## src/rtl/cld_pkg.sv

```systemverilog
package cld_pkg;

    // Header key, matched case-insensitively
    localparam int unsigned PREFIX_LEN = 15;

    localparam logic [7:0] CHAR_LF    = 8'h0A;
    localparam logic [7:0] CHAR_CR    = 8'h0D;
    localparam logic [7:0] CHAR_TAB   = 8'h09;
    localparam logic [7:0] CHAR_SPACE = 8'h20;
    localparam logic [7:0] CHAR_ZERO  = 8'h30;
    localparam logic [7:0] CHAR_NINE  = 8'h39;

    localparam int unsigned CFG_ADDR_W = 3;
    localparam logic [31:0] CAPACITY_RESET = 32'd65536;

    typedef enum logic [1:0] {
        PH_HEADER,
        PH_PAYLOAD,
        PH_DRAIN
    } phase_t;

    typedef enum logic [1:0] {
        NS_BEFORE,
        NS_DIGITS,
        NS_DONE,
        NS_DEAD
    } num_stage_t;

    typedef enum logic [1:0] {
        KIND_BYTE  = 2'd0,
        KIND_EMPTY = 2'd1,
        KIND_ERROR = 2'd2
    } kind_t;

    typedef enum logic [1:0] {
        ERR_NO_LENGTH  = 2'd0,
        ERR_LINE_LONG  = 2'd1,
        ERR_TOO_LARGE  = 2'd2,
        ERR_TRUNCATED  = 2'd3
    } err_t;

    // Commands from the frame control to the line parser
    typedef enum logic [1:0] {
        PA_NONE,
        PA_FEED,
        PA_END_LINE,
        PA_CLEAR
    } parse_cmd_t;

    typedef struct packed {
        logic line_empty;
        logic line_full;
        logic len_valid;
    } parse_stat_t;

    typedef struct packed {
        kind_t       kind;
        logic [7:0]  data_byte;
        logic        last_byte;
        logic [31:0] frame_length;
        err_t        error_code;
    } result_t;

    function automatic logic [7:0] key_char(input logic [3:0] idx);
        logic [7:0] c;
        unique case (idx)
            4'd0:    c = 8'h63; // c
            4'd1:    c = 8'h6F; // o
            4'd2:    c = 8'h6E; // n
            4'd3:    c = 8'h74; // t
            4'd4:    c = 8'h65; // e
            4'd5:    c = 8'h6E; // n
            4'd6:    c = 8'h74; // t
            4'd7:    c = 8'h2D; // -
            4'd8:    c = 8'h6C; // l
            4'd9:    c = 8'h65; // e
            4'd10:   c = 8'h6E; // n
            4'd11:   c = 8'h67; // g
            4'd12:   c = 8'h74; // t
            4'd13:   c = 8'h68; // h
            4'd14:   c = 8'h3A; // :
            default: c = 8'h00;
        endcase
        return c;
    endfunction

    function automatic logic [7:0] to_lower(input logic [7:0] c);
        logic [7:0] r;
        r = c;
        if (c >= 8'h41 && c <= 8'h5A) begin
            r = c + 8'd32;
        end
        return r;
    endfunction

endpackage

```

## src/rtl/content_length_deframer_unit.sv

```systemverilog
// Content-Length deframer. Bytes enter on the s_ stream (s_tlast marks end
// of stream; its byte is ignored). Header lines end at LF, CR is dropped,
// and a line "Content-Length:" (any case), blanks, then digits sets the
// frame length, the last such line winning and the value saturating at
// LENGTH_WIDTH bits. A blank line ends the header; the block then streams
// the payload bytes (m_tlast on the final one), reports an empty frame,
// or reports an error: missing length, line of MAX_LINE characters,
// payload not below payload_capacity (drained silently, then reported),
// or stream ended before the payload was complete. Rate: one transfer per
// clock while m_tready allows; each byte is held in the input register
// and then resolved into the output register.
// payload_capacity sits at APB address 0 and resets to 65536; write it
// only while the block is idle.
module content_length_deframer_unit #(
    parameter int MAX_LINE     = 1024,
    parameter int LENGTH_WIDTH = 32
) (
    input  logic                              aclk,
    input  logic                              aresetn,
    // input stream
    input  logic                              s_tvalid,
    output logic                              s_tready,
    input  logic [7:0]                        s_tdata,   // [7:0] in_byte
    input  logic                              s_tlast,   // end_of_stream
    // result stream
    output logic                              m_tvalid,
    input  logic                              m_tready,
    output logic [47:0]                       m_tdata,   // [7:0] data_byte,
                                                         // [39:8] frame_length,
                                                         // [41:40] error_code,
                                                         // [47:42] zero
    output logic [1:0]                        m_tuser,   // [1:0] kind
    output logic                              m_tlast,   // last_byte
    // configuration
    input  logic                              psel,
    input  logic                              penable,
    input  logic                              pwrite,
    input  logic [cld_pkg::CFG_ADDR_W-1:0]    paddr,
    input  logic [31:0]                       pwdata,
    output logic [31:0]                       prdata,
    output logic                              pready
);

    // input register
    logic                      in_valid_reg;
    logic [7:0]                in_byte_reg;
    logic                      in_eos_reg;

    // output register
    logic                      out_valid_reg, out_valid_next;
    cld_pkg::result_t          out_reg;

    logic                      advance;
    logic [31:0]               capacity;
    cld_pkg::parse_cmd_t       cmd;
    cld_pkg::parse_stat_t      stat;
    logic [LENGTH_WIDTH-1:0]   eff_len;
    logic                      res_valid;
    cld_pkg::result_t          res;

    // The held byte moves on when the output register is free or drains now
    assign advance  = in_valid_reg && (!out_valid_reg || m_tready);
    assign s_tready = !in_valid_reg || advance;

    always_ff @(posedge aclk) begin
        if (!aresetn) begin
            in_valid_reg <= 1'b0;
        end else if (s_tready) begin
            in_valid_reg <= s_tvalid;
        end
    end

    always_ff @(posedge aclk) begin
        if (s_tvalid && s_tready) begin
            in_byte_reg <= s_tdata;
            in_eos_reg  <= s_tlast;
        end
    end

    cld_cfg_regs u_cfg (
        .aclk     (aclk),
        .aresetn  (aresetn),
        .psel     (psel),
        .penable  (penable),
        .pwrite   (pwrite),
        .paddr    (paddr),
        .pwdata   (pwdata),
        .prdata   (prdata),
        .pready   (pready),
        .capacity (capacity)
    );

    cld_line_parser #(
        .MAX_LINE     (MAX_LINE),
        .LENGTH_WIDTH (LENGTH_WIDTH)
    ) u_parser (
        .aclk    (aclk),
        .aresetn (aresetn),
        .cmd     (cmd),
        .in_byte (in_byte_reg),
        .stat    (stat),
        .eff_len (eff_len)
    );

    cld_frame_ctrl #(
        .LENGTH_WIDTH (LENGTH_WIDTH)
    ) u_frame (
        .aclk      (aclk),
        .aresetn   (aresetn),
        .step      (advance),
        .in_byte   (in_byte_reg),
        .in_eos    (in_eos_reg),
        .capacity  (capacity),
        .stat      (stat),
        .eff_len   (eff_len),
        .cmd       (cmd),
        .res_valid (res_valid),
        .res       (res)
    );

    always_comb begin
        out_valid_next = out_valid_reg;
        if (advance) begin
            out_valid_next = res_valid;
        end else if (m_tready) begin
            out_valid_next = 1'b0;
        end
    end

    always_ff @(posedge aclk) begin
        if (!aresetn) begin
            out_valid_reg <= 1'b0;
        end else begin
            out_valid_reg <= out_valid_next;
        end
    end

    always_ff @(posedge aclk) begin
        if (advance && res_valid) begin
            out_reg <= res;
        end
    end

    assign m_tvalid = out_valid_reg;
    assign m_tdata  = {6'b000000, out_reg.error_code, out_reg.frame_length,
                       out_reg.data_byte};
    assign m_tuser  = out_reg.kind;
    assign m_tlast  = out_reg.last_byte;

endmodule

```

## src/rtl/cld_cfg_regs.sv

```systemverilog
module cld_cfg_regs (
    input  logic                              aclk,
    input  logic                              aresetn,
    input  logic                              psel,
    input  logic                              penable,
    input  logic                              pwrite,
    input  logic [cld_pkg::CFG_ADDR_W-1:0]    paddr,
    input  logic [31:0]                       pwdata,
    output logic [31:0]                       prdata,
    output logic                              pready,
    output logic [31:0]                       capacity
);

    logic [31:0] capacity_reg;
    logic        sel_cap;

    // Word index is paddr[2]; only index 0 exists
    assign sel_cap  = (paddr[cld_pkg::CFG_ADDR_W-1] == 1'b0);
    assign pready   = 1'b1;
    assign prdata   = sel_cap ? capacity_reg : 32'd0;
    assign capacity = capacity_reg;

    always_ff @(posedge aclk) begin
        if (!aresetn) begin
            capacity_reg <= cld_pkg::CAPACITY_RESET;
        end else if (psel && penable && pwrite && pready && sel_cap) begin
            capacity_reg <= pwdata;
        end
    end

endmodule

```

## src/rtl/cld_line_parser.sv

```systemverilog
module cld_line_parser #(
    parameter int MAX_LINE     = 1024,
    parameter int LENGTH_WIDTH = 32
) (
    input  logic                        aclk,
    input  logic                        aresetn,
    input  cld_pkg::parse_cmd_t         cmd,
    input  logic [7:0]                  in_byte,
    output cld_pkg::parse_stat_t        stat,
    output logic [LENGTH_WIDTH-1:0]     eff_len
);

    localparam int CNT_W = $clog2(MAX_LINE);
    localparam int ACC_W = LENGTH_WIDTH + 4;

    logic [CNT_W-1:0]          count_reg, count_next;
    logic [3:0]                pidx_reg, pidx_next;
    logic                      alive_reg, alive_next;
    cld_pkg::num_stage_t       ns_reg, ns_next;
    logic [LENGTH_WIDTH-1:0]   value_reg, value_next;
    logic [LENGTH_WIDTH-1:0]   hlen_reg, hlen_next;
    logic                      hvalid_reg, hvalid_next;

    logic                      is_digit;
    logic                      is_blank;
    logic [LENGTH_WIDTH-1:0]   digit_val;
    logic [ACC_W-1:0]          acc_ext;
    logic [ACC_W-1:0]          acc_sum;
    logic [LENGTH_WIDTH-1:0]   acc_sat;
    logic                      commit_ok;

    assign is_digit  = (in_byte >= cld_pkg::CHAR_ZERO) && (in_byte <= cld_pkg::CHAR_NINE);
    assign is_blank  = (in_byte == cld_pkg::CHAR_SPACE) || (in_byte == cld_pkg::CHAR_TAB);
    assign digit_val = LENGTH_WIDTH'(in_byte[3:0]);

    // value*10 + digit, saturating at all ones
    assign acc_ext = {4'b0000, value_reg};
    assign acc_sum = (acc_ext << 3) + (acc_ext << 1) + ACC_W'(in_byte[3:0]);
    assign acc_sat = (acc_sum[ACC_W-1:LENGTH_WIDTH] != 4'b0000) ? {LENGTH_WIDTH{1'b1}}
                                                                : acc_sum[LENGTH_WIDTH-1:0];

    assign commit_ok = alive_reg && (pidx_reg == 4'(cld_pkg::PREFIX_LEN)) &&
                       ((ns_reg == cld_pkg::NS_DIGITS) || (ns_reg == cld_pkg::NS_DONE));

    assign eff_len         = commit_ok ? value_reg : hlen_reg;
    assign stat.len_valid  = hvalid_reg || commit_ok;
    assign stat.line_empty = (count_reg == '0);
    assign stat.line_full  = (count_reg == CNT_W'(MAX_LINE - 1));

    always_comb begin
        count_next  = count_reg;
        pidx_next   = pidx_reg;
        alive_next  = alive_reg;
        ns_next     = ns_reg;
        value_next  = value_reg;
        hlen_next   = hlen_reg;
        hvalid_next = hvalid_reg;
        unique case (cmd)
            cld_pkg::PA_FEED: begin
                count_next = count_reg + 1'b1;
                if (alive_reg) begin
                    if (pidx_reg != 4'(cld_pkg::PREFIX_LEN)) begin
                        if (cld_pkg::to_lower(in_byte) == cld_pkg::key_char(pidx_reg)) begin
                            pidx_next = pidx_reg + 4'd1;
                        end else begin
                            alive_next = 1'b0;
                        end
                    end else begin
                        unique case (ns_reg)
                            cld_pkg::NS_BEFORE: begin
                                if (is_digit) begin
                                    value_next = digit_val;
                                    ns_next    = cld_pkg::NS_DIGITS;
                                end else if (!is_blank) begin
                                    ns_next = cld_pkg::NS_DEAD;
                                end
                            end
                            cld_pkg::NS_DIGITS: begin
                                if (is_digit) begin
                                    value_next = acc_sat;
                                end else begin
                                    ns_next = cld_pkg::NS_DONE;
                                end
                            end
                            default: begin
                            end
                        endcase
                    end
                end
            end
            cld_pkg::PA_END_LINE: begin
                if (commit_ok) begin
                    hlen_next   = value_reg;
                    hvalid_next = 1'b1;
                end
                count_next = '0;
                pidx_next  = '0;
                alive_next = 1'b1;
                ns_next    = cld_pkg::NS_BEFORE;
                value_next = '0;
            end
            cld_pkg::PA_CLEAR: begin
                count_next  = '0;
                pidx_next   = '0;
                alive_next  = 1'b1;
                ns_next     = cld_pkg::NS_BEFORE;
                value_next  = '0;
                hlen_next   = '0;
                hvalid_next = 1'b0;
            end
            default: begin
            end
        endcase
    end

    always_ff @(posedge aclk) begin
        if (!aresetn) begin
            count_reg  <= '0;
            pidx_reg   <= '0;
            alive_reg  <= 1'b1;
            ns_reg     <= cld_pkg::NS_BEFORE;
            value_reg  <= '0;
            hlen_reg   <= '0;
            hvalid_reg <= 1'b0;
        end else begin
            count_reg  <= count_next;
            pidx_reg   <= pidx_next;
            alive_reg  <= alive_next;
            ns_reg     <= ns_next;
            value_reg  <= value_next;
            hlen_reg   <= hlen_next;
            hvalid_reg <= hvalid_next;
        end
    end

endmodule

```

## src/rtl/cld_frame_ctrl.sv

```systemverilog
module cld_frame_ctrl #(
    parameter int LENGTH_WIDTH = 32
) (
    input  logic                        aclk,
    input  logic                        aresetn,
    input  logic                        step,
    input  logic [7:0]                  in_byte,
    input  logic                        in_eos,
    input  logic [31:0]                 capacity,
    input  cld_pkg::parse_stat_t        stat,
    input  logic [LENGTH_WIDTH-1:0]     eff_len,
    output cld_pkg::parse_cmd_t         cmd,
    output logic                        res_valid,
    output cld_pkg::result_t            res
);

    localparam int CMP_W = (LENGTH_WIDTH > 32) ? LENGTH_WIDTH : 32;

    cld_pkg::phase_t           phase_reg, phase_next;
    logic [LENGTH_WIDTH-1:0]   remain_reg, remain_next;
    logic [31:0]               flen_reg, flen_next;

    logic                      is_cr;
    logic                      is_lf;
    logic                      finish;
    logic [CMP_W-1:0]          len_ext;
    logic                      too_big;
    logic                      len_zero;
    logic                      rem_one;
    logic [31:0]               len32;

    assign is_cr    = (in_byte == cld_pkg::CHAR_CR);
    assign is_lf    = (in_byte == cld_pkg::CHAR_LF);
    assign finish   = in_eos || (is_lf && stat.line_empty);
    assign len_ext  = CMP_W'(eff_len);
    assign len32    = len_ext[31:0];
    assign too_big  = (len_ext >= CMP_W'(capacity));
    assign len_zero = (eff_len == '0);
    assign rem_one  = (remain_reg == LENGTH_WIDTH'(1));

    // next state
    always_comb begin
        phase_next  = phase_reg;
        remain_next = remain_reg;
        flen_next   = flen_reg;
        if (step) begin
            unique case (phase_reg)
                cld_pkg::PH_HEADER: begin
                    if (!is_cr && finish && stat.len_valid && !len_zero && !in_eos) begin
                        phase_next  = too_big ? cld_pkg::PH_DRAIN : cld_pkg::PH_PAYLOAD;
                        remain_next = eff_len;
                        flen_next   = len32;
                    end
                end
                cld_pkg::PH_PAYLOAD, cld_pkg::PH_DRAIN: begin
                    if (in_eos || rem_one) begin
                        phase_next  = cld_pkg::PH_HEADER;
                        remain_next = '0;
                    end else begin
                        remain_next = remain_reg - LENGTH_WIDTH'(1);
                    end
                end
                default: begin
                    phase_next = cld_pkg::PH_HEADER;
                end
            endcase
        end
    end

    // outputs
    always_comb begin
        cmd       = cld_pkg::PA_NONE;
        res_valid = 1'b0;
        res       = '0;
        if (step) begin
            unique case (phase_reg)
                cld_pkg::PH_HEADER: begin
                    priority if (finish) begin
                        cmd = cld_pkg::PA_CLEAR;
                        priority if (!stat.len_valid) begin
                            res_valid      = 1'b1;
                            res.kind       = cld_pkg::KIND_ERROR;
                            res.error_code = cld_pkg::ERR_NO_LENGTH;
                        end else if (too_big) begin
                            if (len_zero || in_eos) begin
                                res_valid        = 1'b1;
                                res.kind         = cld_pkg::KIND_ERROR;
                                res.frame_length = len32;
                                res.error_code   = cld_pkg::ERR_TOO_LARGE;
                            end
                        end else if (len_zero) begin
                            res_valid = 1'b1;
                            res.kind  = cld_pkg::KIND_EMPTY;
                        end else if (in_eos) begin
                            res_valid        = 1'b1;
                            res.kind         = cld_pkg::KIND_ERROR;
                            res.frame_length = len32;
                            res.error_code   = cld_pkg::ERR_TRUNCATED;
                        end else begin
                        end
                    end else if (is_cr) begin
                        cmd = cld_pkg::PA_NONE;
                    end else if (is_lf) begin
                        cmd = cld_pkg::PA_END_LINE;
                    end else if (stat.line_full) begin
                        cmd            = cld_pkg::PA_CLEAR;
                        res_valid      = 1'b1;
                        res.kind       = cld_pkg::KIND_ERROR;
                        res.error_code = cld_pkg::ERR_LINE_LONG;
                    end else begin
                        cmd = cld_pkg::PA_FEED;
                    end
                end
                cld_pkg::PH_PAYLOAD: begin
                    res_valid        = 1'b1;
                    res.frame_length = flen_reg;
                    if (in_eos) begin
                        cmd            = cld_pkg::PA_CLEAR;
                        res.kind       = cld_pkg::KIND_ERROR;
                        res.error_code = cld_pkg::ERR_TRUNCATED;
                    end else begin
                        res.kind      = cld_pkg::KIND_BYTE;
                        res.data_byte = in_byte;
                        res.last_byte = rem_one;
                        if (rem_one) begin
                            cmd = cld_pkg::PA_CLEAR;
                        end
                    end
                end
                cld_pkg::PH_DRAIN: begin
                    if (in_eos || rem_one) begin
                        cmd              = cld_pkg::PA_CLEAR;
                        res_valid        = 1'b1;
                        res.kind         = cld_pkg::KIND_ERROR;
                        res.frame_length = flen_reg;
                        res.error_code   = cld_pkg::ERR_TOO_LARGE;
                    end
                end
                default: begin
                end
            endcase
        end
    end

    always_ff @(posedge aclk) begin
        if (!aresetn) begin
            phase_reg  <= cld_pkg::PH_HEADER;
            remain_reg <= '0;
            flen_reg   <= '0;
        end else begin
            phase_reg  <= phase_next;
            remain_reg <= remain_next;
            flen_reg   <= flen_next;
        end
    end

endmodule

```

## config.mk

```make
export PLATFORM = sky130hd
export DESIGN_NAME = content_length_deframer_unit
export DESIGN_NICKNAME = d
export VERILOG_FILES = /design/src/rtl/cld_pkg.sv /design/src/rtl/content_length_deframer_unit.sv /design/src/rtl/cld_cfg_regs.sv /design/src/rtl/cld_line_parser.sv /design/src/rtl/cld_frame_ctrl.sv
export SDC_FILE = /design/constraint.sdc
export NUM_CORES = 1
export LEC_CHECK = 0
export ABC_CLOCK_PERIOD_IN_PS = 10790
export BUFFER_PORTS_ARGS = -buffer_cell sky130_fd_sc_hd__buf_2
export CAP_MARGIN = 40
export CORE_MARGIN = 3
export CORE_UTILIZATION = 49
export CTS_CLUSTER_SIZE = 20
export DETAILED_ROUTE_END_ITERATION = 10
export PLACE_DENSITY_LB_ADDON = 0.08
export SYNTH_ARGS = -nofsm -noshare
export SYNTH_HDL_FRONTEND = slang
export SYNTH_SLANG_ARGS = --single-unit
```

## constraint.sdc

```tcl
create_clock -name aclk -period 10.79 [get_ports aclk]
set_input_delay 2.158 -clock aclk [delete_from_list [all_inputs] [get_ports aclk]]
set_output_delay 2.158 -clock aclk [all_outputs]
set_load 0.01 [all_outputs]
```

== Yosys cells after proc, flatten, opt, wreduce, memory -nomap -nowiden ==
Memory sizes are Yosys's and may differ from the RTL's. A register that Yosys moved wholly into a read port is not among the register bits.
Index checks and enable logic that the tools add are counted.
Widths: inputs -> output; s select.
Cells by class
  add/subtract/negate cells: 6
  magnitude comparators: 5
  equal/unequal tests: 28
  multiplexer cells: 92
  bitwise logic cells: 3
  reductions and logical operators: 47
Operator list (number)
  $mux 32: 11
  $pmux 32 s2: 4
  $mux 34: 5
  $pmux 34 s3: 1
  $mux 2: 31
  $mux 8: 7
  $add 35x33->36: 1
  $add 36x4->36: 1
  $eq 32x1->1 const B: 1
  $ge 32x32->1: 1
  $logic_not 32->1: 1
  $sub 32x1->32 const B: 1
  $eq 8x4->1 const B: 3
  $mux 4: 5
  $pmux 10 s2: 1
  $mux 1: 18
  $logic_and 1x1->1: 15
  $ne 2x1->1 const B: 6
  $pmux 2 s2: 3
  $pmux 2 s3: 2
  $reduce_and 6->1: 2
  $add 10x1->10 const B: 1
  $eq 10x10->1 const B: 1
  $logic_not 10->1: 1
  30 further kinds: 58
Word-level totals
  flip-flop bits (word level): 236
  bits in read-only memories: 112
  input bits: 51
  word-level logic and storage cells: 202
  memories: 1
Memory list
  (name not given): depth 16, bits a word 7, rd ports 1, clocked after Yosys merged registers in 1, write ports 0, line cld_pkg.sv:66  | unique case (idx)

== Logic depth before layout (Yosys ltp) ==
  depth in word-level cells: 16
  gate-level depth with buffers: 18

== Modules after synthesis ==
A second synthesis with hierarchy kept.
Second synthesis, totals
  cell total of the unflattened synthesis: 1655
  area, all modules: 15020.7 µm²
By module, submodules not included
  cld_line_parser: times used 1, cells an instance 756, area an instance 6673.9 µm², seq. area each 1781.7 µm²
  cld_frame_ctrl: times used 1, cells an instance 648, area an instance 5021.1 µm², seq. area each 1321.3 µm²
  content_length_deframer_unit: times used 1, cells an instance 74, area an instance 1783.0 µm², seq. area each 1661.6 µm²
  cld_cfg_regs: times used 1, cells an instance 177, area an instance 1542.7 µm², seq. area each 640.6 µm²

== Worst setup path after synthesis ==
No wires, ideal clock.
  kind: input -> register
  start: input port m_tready
  end: register out_reg (netlist bit m_tdata[0]) (enable)
  setup time: 0.464 ns
  arrival: 5.120 ns
  required time: 10.326 ns
  slack: 5.206 ns
  cell stages on the path: 5
  path through: nor2b_1 nand2b_1 or2_2 clkbuf_1 a21oi_1
On the way
  longest elaborated chain between the ends: 4
Ends and longest elaborated chain
  start: declaration: line content_length_deframer_unit.sv:27  | input logic m_tready,
  $logic_or 1x1->1 (*): line content_length_deframer_unit.sv:62  | assign advance = in_valid_reg && (!out_valid_reg || m_tready);
  $logic_and 1x1->1 (*): line content_length_deframer_unit.sv:62
  $mux 1: line cld_frame_ctrl.sv:75  | if (step) begin
  $logic_and 1x1->1 (*): line content_length_deframer_unit.sv:139  | if (advance && res_valid) begin
  end signal: assignment: line content_length_deframer_unit.sv:140  | out_reg <= res;
  end: declaration: line content_length_deframer_unit.sv:51  | cld_pkg::result_t out_reg;
Mark *: on every way between the ends. The rest lies on a longest branch, timed or not.
A chain may end at the register's enable or synchronous reset.

== Final worst setup path ==
  start: input port paddr[2] (netlist name)
  end: output port prdata[2]
On the way
  longest elaborated chain between the ends: 1
Ends and longest elaborated chain
  start: declaration: line content_length_deframer_unit.sv:38  | input logic [cld_pkg::CFG_ADDR_W-1:0] paddr,
  $mux 32: line cld_cfg_regs.sv:20  | assign prdata = sel_cap ? capacity_reg : 32'd0;
  end: declaration: line content_length_deframer_unit.sv:40  | output logic [31:0] prdata,
Every way passes these cells.

==> qor.yml <==
die:
  dieWidth_um: 174.7
  dieHeight_um: 174.7
  num_rows: 61
  core_area_um2: 27930
  pin_count: 137
  start_util_pct: 49.93
  die-area_um2: 30520
pwr:
  p_leak_uw: 0.006899
  power_frac_comb_pct: 3.6
  p_sw_uw: 431.1
  power.internal_uw: 1570
  cellPowerDensity_nw_per_um2: 125.3
  swShare_pct: 21.54
  p_clk_share_pct: 49.4
  pwr-share-seq_pct: 47.0
  ir_worst_vdd_mv: 0.09802
sta:
  max_slew_margin_pct: 38.80
  hold_viol_final: 0
  tightestPinTransition_ns: 0.8925
  fin_skew_ns: 0.02919
  setup_viol: 0
  period_minus_slack_ns: 5.063
  period_share_pct: 46.92
  fmax_mhz: 197.5
  timing.setup.tns_ns: 0
  report.final.slew_viol_count: 0
  rsz0062_at_grt: "false"
routing:
  m1WireLength_mm: 17.75
  wl_mm: 37.89
  drc: 0
  dr_wl_met3_mm: 2.191
  detail_route.wl_per_cell_um: 17.55
  first_pass_iters: 6
  met2WireLength_mm: 17.07
  antenna_left: 0
  drt_iter0_drc: 1075
  vias: 12100
  routed_via_density: 5.604
  top_layer: "met4"
worst_setup_path:
  slowest_stage: "buf_2"
  reg2reg_depth: 14
  crit_arrival_ns: 2.90
  end_kind: "primary output"
  cp.required_ns: 8.63
  cp-start-kind: "primary input"
  max_stage_delay_ns: 0.47
  crit_family: "buffers and inverters"
  cpMostUsedCell: "buf_2"
  crit_type: "primary input to primary output"
  critPathBufInv: 2
  crit_path_max_fanout: 34
  crit_cells: 3
  path_cells: "buf_2 -> nor2_1 -> buf_2"
clock_network:
  cts_max_level: 1
  cts.path.max_buffers: 3
  clkTransAtPathRegs_ns: 0.06
  clock_sinks: 243
  hold_buffers: 0
  post-cts-setup-buffer-count: 0
  tritoncts: "built"
  cts_made_buffers: 27
  post_cts_resized: 0
  clk_latency_ns: 0.55
  root_buffer: "clkbuf_16"
logic_synthesis:
  synth_area_um2: 13950
  async_reset_ff_share_pct: 0
  synth.ff_latch_count: 243
  synth_flop_cell: "dfxtp_1"
  synthDistinctLibCells: 82
  ys_seq_area_share_pct: 38.75
  syn_inst: 1664
  syn_avg_cell_area_um2: 8.382
  synth_edf_count: 54
  yosys_warnings: 0
finish:
  utilization_pct: 57.20
  layout_commonest_cell: "nand2_1"
  largest_reg_flops: 42
  fill_cells: 2625
  nets: 1926
  drive_gt1_share_pct: 12.97
  areaGrowthSynthToFinish_pct: 14.56
  final_cell_mix: "nand2_1, dfxtp_1, nor2_1"
  num_antenna_cells: 0
outcome:
  status: "finished clean"
global_routing:
  grt_overflow: 0
  grt_start_max_net_pins: 64
  track_usage_pct: 24.24
  grt_first_pass_wirelength_mm: 60.63
  grt_antenna_before_repair: 0
  grt_pass1_vias: 11200
placement:
  gp_congestion: 0.8614
  port_buffers: 127
  dp_hpwl_mm: 27.50
worst_hold_path:
  hold_path_class: "flip-flop to flip-flop"
  min_path_cells: 2
flow_run:
  max_cap_violations: 0
-- metrics by stage --
step	cell area (um^2)	worst slack, ns	power (uW)	hold WS, ns	std cells
finish	15980	5.727	2002	0.4532	2159
global route	15980	5.350	2068	0.4707	2159
global placement	14860	5.627	1029	0.4342	2100
floorplan	13970	5.206	1006	0.4244	1669
detailed placement	15030	5.737	1032	0.4434	2109
CTS	15980	5.737	2022	0.4552	2159
-- cell usage after synthesis (all sizes together), types with 9 or more instances --
| cell type | number | area [um^2] |
|---|---|---|
| dfxtp | 189 | 3784 |
| edfxtp | 54 | 1622 |
| and2 | 17 | 106.4 |
| nand4 | 22 | 137.6 |
| xor2 | 26 | 227.7 |
| o22ai | 9 | 56.30 |
| o32ai | 9 | 78.83 |
| nand3 | 24 | 120.1 |
| nor2 | 172 | 653.1 |
| xnor2 | 29 | 254.0 |
| a31oi | 11 | 83.83 |
| ha | 113 | 1414 |
| nor3 | 40 | 200.2 |
| a21o | 33 | 247.7 |
| clkbuf | 75 | 281.5 |
| a211oi | 43 | 322.8 |
| a21oi | 101 | 516.8 |
| nand2b | 9 | 56.30 |
| or3 | 10 | 62.56 |
| o211ai | 39 | 292.8 |
| nor4 | 25 | 186.4 |
| nand2 | 236 | 893.4 |
| o21ai | 123 | 626.8 |
| inv | 93 | 349.1 |
| buf | 22 | 132.6 |
| mux2i | 38 | 380.4 |
-- worst paths after layout --
path,endpoint,startpoint,slack (ns)
max,prdata[2],paddr[2],5.73
min,u_cfg.capacity[25]$_SDFFE_PN0P_,u_cfg.capacity[25]$_SDFFE_PN0P_,0.45
max reg2reg,u_parser.value_reg[25]$_SDFFE_PN0P_,in_byte_reg[3]$_DFFE_PP_,5.76
min reg2reg,u_cfg.capacity[25]$_SDFFE_PN0P_,u_cfg.capacity[25]$_SDFFE_PN0P_,0.45
-- layout make-up --
cell class,count,area [um^2],area share [%]
multi-input cells,1236,7823,48.96
flip-flops and latches,243,5405,33.83
repair buffers,159,978.4,6.124
clock buffers,36,719.4,4.503
well taps,378,473.0,2.960
inverters,93,349.1,2.185
clock inverters,14,230.2,1.441
-- per-layer routing --
metal / vias to the layer above / track usage, %
li1: 6089 / -
met1: 5631 / 34.61
met2: 323 / 39.34
met5: - / 0
met4: 0 / 6.184
met3: 55 / 2.716
-- power by group through the flow --
stage                     clock (uW)  combinational [uW]  sequential (uW)
final                            989                71.5              941
after global routing            1050                79.3              942
after CTS                       1010                71.5              941
after detailed placement           0                71.2              961
after global placement             0                68.2              961
after floorplan                    0                46.5              959
-- cell families (layout without fill, tap and decap cells) --
kind of cell             Yosys count  in the layout  synth area share (%)
AND/OR/NAND/NOR                  598            598                 19.71
AO/OA/AOI/OAI                    422            422                 19.32
flip-flops                       243            243                 38.75
buffers and inverters            190            302                 5.472
adder cells (fa/ha/maj)          115            115                 10.42
XOR/XNOR                          55             55                 3.454
multiplexers                      39             39                 2.808
other                              2              7               0.05385
-- worst min-delay path, stage by stage, from the launching register on --
cell	delay, ns
dfxtp_1	0.31
nand2_1	0.05
a21oi_1	0.05
No activity file was read; power rests on OpenSTA's default activity.
